==> config.mk <==
export PLATFORM = sky130hd
export DESIGN_NAME = sfl_cell
export DESIGN_NICKNAME = d
export VERILOG_FILES = /design/src/hdl/sfl_pkg.sv /design/src/hdl/sfl_cell.sv
export SDC_FILE = /design/constraint.sdc
export NUM_CORES = 1
export LEC_CHECK = 0
export ABC_AREA = 1
export BUFFER_PORTS_ARGS = -buffer_cell sky130_fd_sc_hd__buf_2
export CAP_MARGIN = 30
export CORE_ASPECT_RATIO = 0.6
export CORE_MARGIN = 4
export CORE_UTILIZATION = 53
export DETAILED_ROUTE_END_ITERATION = 8
export GPL_TIMING_DRIVEN = 0
export PLACE_DENSITY_LB_ADDON = 0.3
export SYNTH_ARGS = -nofsm -noshare
export SYNTH_HDL_FRONTEND = slang
export SYNTH_SLANG_ARGS = --single-unit
==> constraint.sdc <==
create_clock -name clock -period 6.5 [get_ports clock]
set_input_delay 0 -clock clock [delete_from_list [all_inputs] [get_ports clock]]
set_output_delay 0 -clock clock [all_outputs]
set_load 0.005 [all_outputs]
==> src/hdl/sfl_pkg.sv <==
`timescale 1ns / 1ps
// ----------------------------------------------------------------------------
// Segregated free list package
// Shared codes, types and the size class function of the free block table.
// ----------------------------------------------------------------------------
package sfl_pkg;

   // Default table depth and number of power-of-two size classes.
   localparam int MAX_FREE_BLOCKS_DEF = 64;
   localparam int CLASS_COUNT_DEF     = 10;

   // Upper bound on the class count that the class field can encode.
   localparam int CLASS_COUNT_MAX = 16;

   // Size limit of the smallest class; class i holds sizes up to this << i.
   localparam int SMALLEST_CLASS_LIMIT = 32;

   localparam int ADDR_W   = 32;
   localparam int SIZE_W   = 32;
   localparam int CMD_W    = 2;
   localparam int STATUS_W = 2;
   localparam int CLASS_W  = 4;

   typedef enum logic [CMD_W-1:0] {
      CMD_INSERT = 2'd0,
      CMD_REMOVE = 2'd1,
      CMD_FIND   = 2'd2
   } sfl_cmd_type;

   typedef enum logic [STATUS_W-1:0] {
      ST_OK        = 2'd0,
      ST_NONE      = 2'd1,
      ST_FULL      = 2'd2,
      ST_DUPLICATE = 2'd3
   } sfl_status_type;

   // Contents of one table cell.
   typedef struct packed {
      logic              valid;
      logic [ADDR_W-1:0] addr;
      logic [SIZE_W-1:0] size;
   } sfl_entry_type;

   // Search token that travels from cell to cell, one cell per cycle.
   typedef struct packed {
      logic              live;
      logic              match;
      logic              fit;
      logic [SIZE_W-1:0] size;
      logic [ADDR_W-1:0] addr;
   } sfl_scan_type;

   // Controls that the sequencer drives to every cell at once.
   typedef struct packed {
      logic              insert;
      logic              kill;
      logic [ADDR_W-1:0] addr;
      logic [SIZE_W-1:0] size;
   } sfl_bcast_type;

   // Size class: the first class whose limit is at least the size, else the last.
   function automatic logic [CLASS_W-1:0] class_of(input logic [SIZE_W-1:0] sz,
                                                  input int count);
      logic [CLASS_W-1:0] cls;
      logic [SIZE_W:0]    lim;
      cls = CLASS_W'(count - 1);
      for (int i = CLASS_COUNT_MAX - 2; i >= 0; i--) begin
         lim = (SIZE_W + 1)'(SMALLEST_CLASS_LIMIT) << i;
         if ((i + 1 < count) && ({1'b0, sz} <= lim)) begin
            cls = CLASS_W'(i);
         end
      end
      return cls;
   endfunction

endpackage

==> src/hdl/sfl_cell.sv <==
`timescale 1ns / 1ps
// ----------------------------------------------------------------------------
// Segregated free list cell
// One table entry with its share of the search and the compaction waves.
// ----------------------------------------------------------------------------
module sfl_cell (
   input  logic                   clock,
   input  logic                   reset,
   input  sfl_pkg::sfl_bcast_type bcast,
   input  logic                   prev_valid,
   input  sfl_pkg::sfl_entry_type next_entry,
   output sfl_pkg::sfl_entry_type entry,
   input  sfl_pkg::sfl_scan_type  scan_from,
   output sfl_pkg::sfl_scan_type  scan_to,
   input  logic                   kill_from,
   output logic                   kill_to
);

   sfl_pkg::sfl_entry_type entry_ff, entry_in;
   sfl_pkg::sfl_scan_type  scan_ff, scan_in;
   logic                   kill_ff, kill_in;
   logic                   match;
   logic                   fits;

   // Local compares against the broadcast key.
   assign match = entry_ff.valid && (entry_ff.addr == bcast.addr);
   assign fits  = entry_ff.valid && (entry_ff.size >= bcast.size);

   // Fold this entry into the passing search token; a tie goes to the newer entry.
   always_comb begin
      scan_in = scan_from;
      if (scan_from.live) begin
         if (match) begin
            scan_in.match = 1'b1;
         end
         if (fits && (!scan_from.fit || (entry_ff.size <= scan_from.size))) begin
            scan_in.fit  = 1'b1;
            scan_in.size = entry_ff.size;
            scan_in.addr = entry_ff.addr;
         end
      end
   end

   // The removed entry and every later one take the upper neighbor, one per cycle.
   assign kill_in = (bcast.kill && match) || kill_from;

   // An insert lands in the first empty cell above the filled ones.
   always_comb begin
      entry_in = entry_ff;
      if (kill_in) begin
         entry_in = next_entry;
      end else if (bcast.insert && !entry_ff.valid && prev_valid) begin
         entry_in.valid = 1'b1;
         entry_in.addr  = bcast.addr;
         entry_in.size  = bcast.size;
      end
   end

   always_ff @(posedge clock) begin
      if (reset) begin
         entry_ff.valid <= 1'b0;
         scan_ff.live   <= 1'b0;
         kill_ff        <= 1'b0;
      end else begin
         entry_ff <= entry_in;
         scan_ff  <= scan_in;
         kill_ff  <= kill_in;
      end
   end

   assign entry   = entry_ff;
   assign scan_to = scan_ff;
   assign kill_to = kill_ff;

endmodule

# After elaboration in Yosys (flattened, before gate mapping)
# Cells that the tools add are included.
# word_totals
ff_bits	133
inputBits	202
wordCells	30
# classes
magnitude_cmp	2
eq_ne	1
n_mux	5
bitwise_logic	1
n_reduce_logical	12
# ops
cell	count
$mux W65	3
$mux W66	1
$eq A32 B32 Y1	1
$ge A32 B32 Y1	1
$le A32 B32 Y1	1
$logic_and A1 B1 Y1	6
$logic_not A1 Y1	2
$logic_or A1 B1 Y1	2
$reduce_and A2 Y1	1
$reduce_bool A2 Y1	1
$mux W1	1
$not A1 Y1	1

# Depth between registers and ports, before layout
# logic_depth
word_depth	6
ltp_mapped	17

# Least setup slack after synthesis
# Ideal clock, no wire load.
# synth_timing
kind	input to register
startpoint	input reset
endpoint	register entry_ff, in the netlist entry[0], enable pin
setup_time_ns	0.418
arrival_time_ns	2.742
t_required_ns	6.082
path_slack_ns	3.340
cell_stages	3
path_buffers	0
cell_sequence	inv_1 > nand2_1 > inv_1
# synth_between
elab_chain_cells	2
# synth_rtl
item	line	source
start, declared	sfl_cell.sv:8	input logic reset,
$not A1 Y1 (no source line)	--	
$reduce_and A2 Y1 (no source line)	--	
end signal, assigned	sfl_cell.sv:65	entry_ff <= entry_in;
end, declared	sfl_cell.sv:19	sfl_pkg::sfl_entry_type entry_ff, entry_in;
# Every way passes these cells.
# A chain may end at the register's enable or synchronous reset.

==> out/metrics.json <==
{
  "setup_path": {
    "cp_data_arrival_time_ps": 3220,
    "cp_slowest_stage_delay_ps": 610,
    "start_kind": "register",
    "cp_max_fanout": 10,
    "worstReg2RegStart": "entry[60]$_DFFE_PP_",
    "critPathSlowestCell": "dlygate4sd3_1",
    "worst-endpoint-required_ps": 6650,
    "reg2reg_slack_ps": 3430,
    "worst_path_most_repeated_cell": "nand2_1",
    "crit_path_kind": "register to register",
    "critical_path.cell_chain": "inv_1, nand2_1, nand2_1, nor2_1, nand2_1, nor2_1, nand2_1, nor2_2, nand3_2, nand2_4, clkbuf_1, o21ai_0, dlygate4sd3_1",
    "cp-end-kind": "register",
    "setup.worst_path.start": "entry[60]$_DFFE_PP_"
  },
  "sta": {
    "setup-tns-final_ps": 0,
    "report.final.slew_viol_count": 0,
    "setup_viol": 0,
    "rsz_0062_raised_after_global_routing": "no",
    "finalClockSkew_ps": 17.2,
    "max_slew.worst_pin.slew_ps": 919,
    "share_of_the_clock_period_used_by_the_worst_path_after_layout": 0.473,
    "worst_slew_margin_rel": 0.387,
    "fin_hold_viols": 0,
    "hold-worst-slack_ps": 3.39,
    "clock.fmax_ghz": 0.325,
    "timing.final.crit_period_ps": 3070
  },
  "finish": {
    "nNetsFinal": 1733,
    "final_util": 0.850,
    "most-common-layout-cells": "350 x buf_2, 334 x nand2_1, 191 x dlygate4sd3_1, 130 x edfxtp_1, 122 x inv_1",
    "layout_commonest_cell": "buf_2",
    "flow.area_growth_from_synthesis_pct": 56.1,
    "final_layout_size_suffix_gt1_frac": 0.274
  },
  "logic_synthesis": {
    "compound_gate_portion_of_the_synthesized_area": 0.0663,
    "yosys-mux-area-fraction": 0,
    "synth-seq-area-share": 0.499,
    "mappedNetlistArea_um2": 7950,
    "syn_area_per_cell_um2": 8.62,
    "synth_seq_cells": 133,
    "largest_family_of_logic_cells_by_synthesized_area": "simple AND/OR/NAND/NOR gates",
    "synthSimpleGateAreaFrac": 0.235,
    "synth_warnings": 0,
    "yosys.area_share.adder": 0.101,
    "share_of_the_synthesized_netlist_area_taken_by_xor_and_xnor_gates": 0.0121,
    "synth.net_count": 1188,
    "syn-instance-count": 922,
    "ys_types": 32
  },
  "die": {
    "design.core.area_um2": 14600,
    "die_height_um": 103,
    "design.die.area_um2": 17100,
    "io_pins": 335,
    "initial_utilization": 0.545,
    "chipWidth_um": 166,
    "rows": 34
  },
  "detailed_routing": {
    "wl_per_cell_um": 18.3,
    "drt_first_iter_violations": 1237,
    "routed_wirelength_um": 30800,
    "via_count": 9164,
    "detail-route-antenna-nets": 0,
    "first_pass_iteration_count_of_the_detailed_router": 9,
    "remaining_drc_errors": 2,
    "route.detailed.vias_per_inst": 5.46
  },
  "placement": {
    "post-dp-hpwl_um": 19700,
    "gp_weighted_congestion": 0.864,
    "place.port_buffers": 334
  },
  "run": {
    "timing.max_cap.violations": 0
  },
  "grt": {
    "grt_util_met1": 0.440,
    "met3_demand_to_capacity_share_in_global_routing": 0.0812,
    "grt_max_degree": 69,
    "gr-usage-met2": 0.607,
    "grt_pass1_wl_um": 47100,
    "grt_use_total": 0.351,
    "grt_busiest_layer": "met2",
    "grt_pass1_vias": 8913,
    "grt_antenna_before_repair": 1,
    "grt.overflow.total": 0
  },
  "clocking": {
    "clock-sinks": 133,
    "numCtsBuffers": 17,
    "cts.path.max_buffers": 2,
    "post_cts.repair.setup_buffers": 0,
    "clock_latency_late_sink_ps": 410,
    "cts_tree": "done",
    "worst_setup_hold_path_clk_slew_ps": 70,
    "cts_htree_levels": 4,
    "cts.root.buffer_cell": "clkbuf_16",
    "cts-resized-gates": 0
  },
  "run_status": {
    "run_status": "finished with violations",
    "violations": "design-rule violations"
  },
  "power_and_ir_drop": {
    "peakVddDrop_v": 0.000141,
    "p_per_area_nw_per_um2": 206,
    "power.static_leakage_uw": 0.00632
  },
  "min_path": {
    "timing.hold.worst.class": "input port to register",
    "holdCritStartpoint": "bcast[9]"
  }
}
==> critical path, delay by kind of cell (launching register included) <==
family,cells,cell delay [ps]
DFF,1,450
AOI/OAI and AO/OA,1,210
buffers and inverters,3,1170
and+or+nand+nor,9,980
==> registers in the layout, summed over array words and instances, names as in the netlist <==
name     flops
entry       65
kill_to      1
scan_to     67
==> layer usage <==
metal,vias up,wire (um),share of wire
met5,-,0,0
met4,0,973,0.032
met3,102,3550,0.12
met2,765,15000,0.49
met1,4175,11200,0.37
li1,4122,-,-
==> worst paths after layout <==
path                                               end  cells after the start
worst max-delay path               entry[18]$_DFFE_PP_                     13
worst max register to register     entry[18]$_DFFE_PP_                     13
worst min register to register  entry[64]$_SDFFE_PP0N_                      2
worst min-delay path                entry[9]$_DFFE_PP_                      3
==> synthesized netlist by cell type, drive strengths merged <==
library cell	number	area, um2
nand3	69	350
nor3	3	15.0
nor4	1	12.5
o21a	4	30.0
o21bai	2	15.0
xnor2	8	70.1
edfxtp	130	3900
nor3b	1	7.51
nand2	336	1270
dfxtp	3	60.1
clkbuf	5	18.8
a21oi	31	159
xor2	3	26.3
ha	64	801
buf	28	208
nor2	33	126
inv	125	469
a31oi	1	6.26
o21ai	60	300
a21o	1	7.51
nand4	12	75.1
a31o	1	8.76
or2	1	6.26
==> what timing repair did <==
action | CTS | global route
hold buffers | 191 | 0
setup endpoints to repair | 0 | 0
hold endpoints to repair | 133 | 0
==> cells by family after synthesis <==
| kind of cell | after synthesis |
|---|---|
| buffers and inverters | 158 |
| adder cells (fa/ha/maj) | 64 |
| flip-flops | 133 |
| AO/OA/AOI/OAI | 100 |
| AND/OR/NAND/NOR | 456 |
| XOR/XNOR | 11 |
==> power by group <==
group	switching (uW)	total, uW	internal, uW
Clock	395	1000	607
Sequential	37.9	1050	1010
Combinational	259	510	251
Total	692	2560	1870
==> metrics by stage <==
stage,std cells,cell area [um2],total power [uW],setup slack [ps]
2_1_floorplan,922,7950,1250,3340
5_1_grt,1678,12400,2660,3390
3_5_place_dp,1455,9890,1440,3790
4_1_cts,1677,12400,2520,3660
3_3_place_gp,1454,9870,1430,1800
6_report,1678,12400,2560,3430
==> layout make-up <==
class                           count  area, um2
Sequential cell                   133       3960
Timing Repair Buffer              526       3600
Multi-Input combinational cell    631       3290
Fill cell                         756       2180
Inverter                          125        472
Clock buffer                       17        425
Tap cell                          198        248
Buffer                             33        226
Clock inverter                     14        178
Antenna cell                        1       2.50
(Power assumes the default switching activity.)
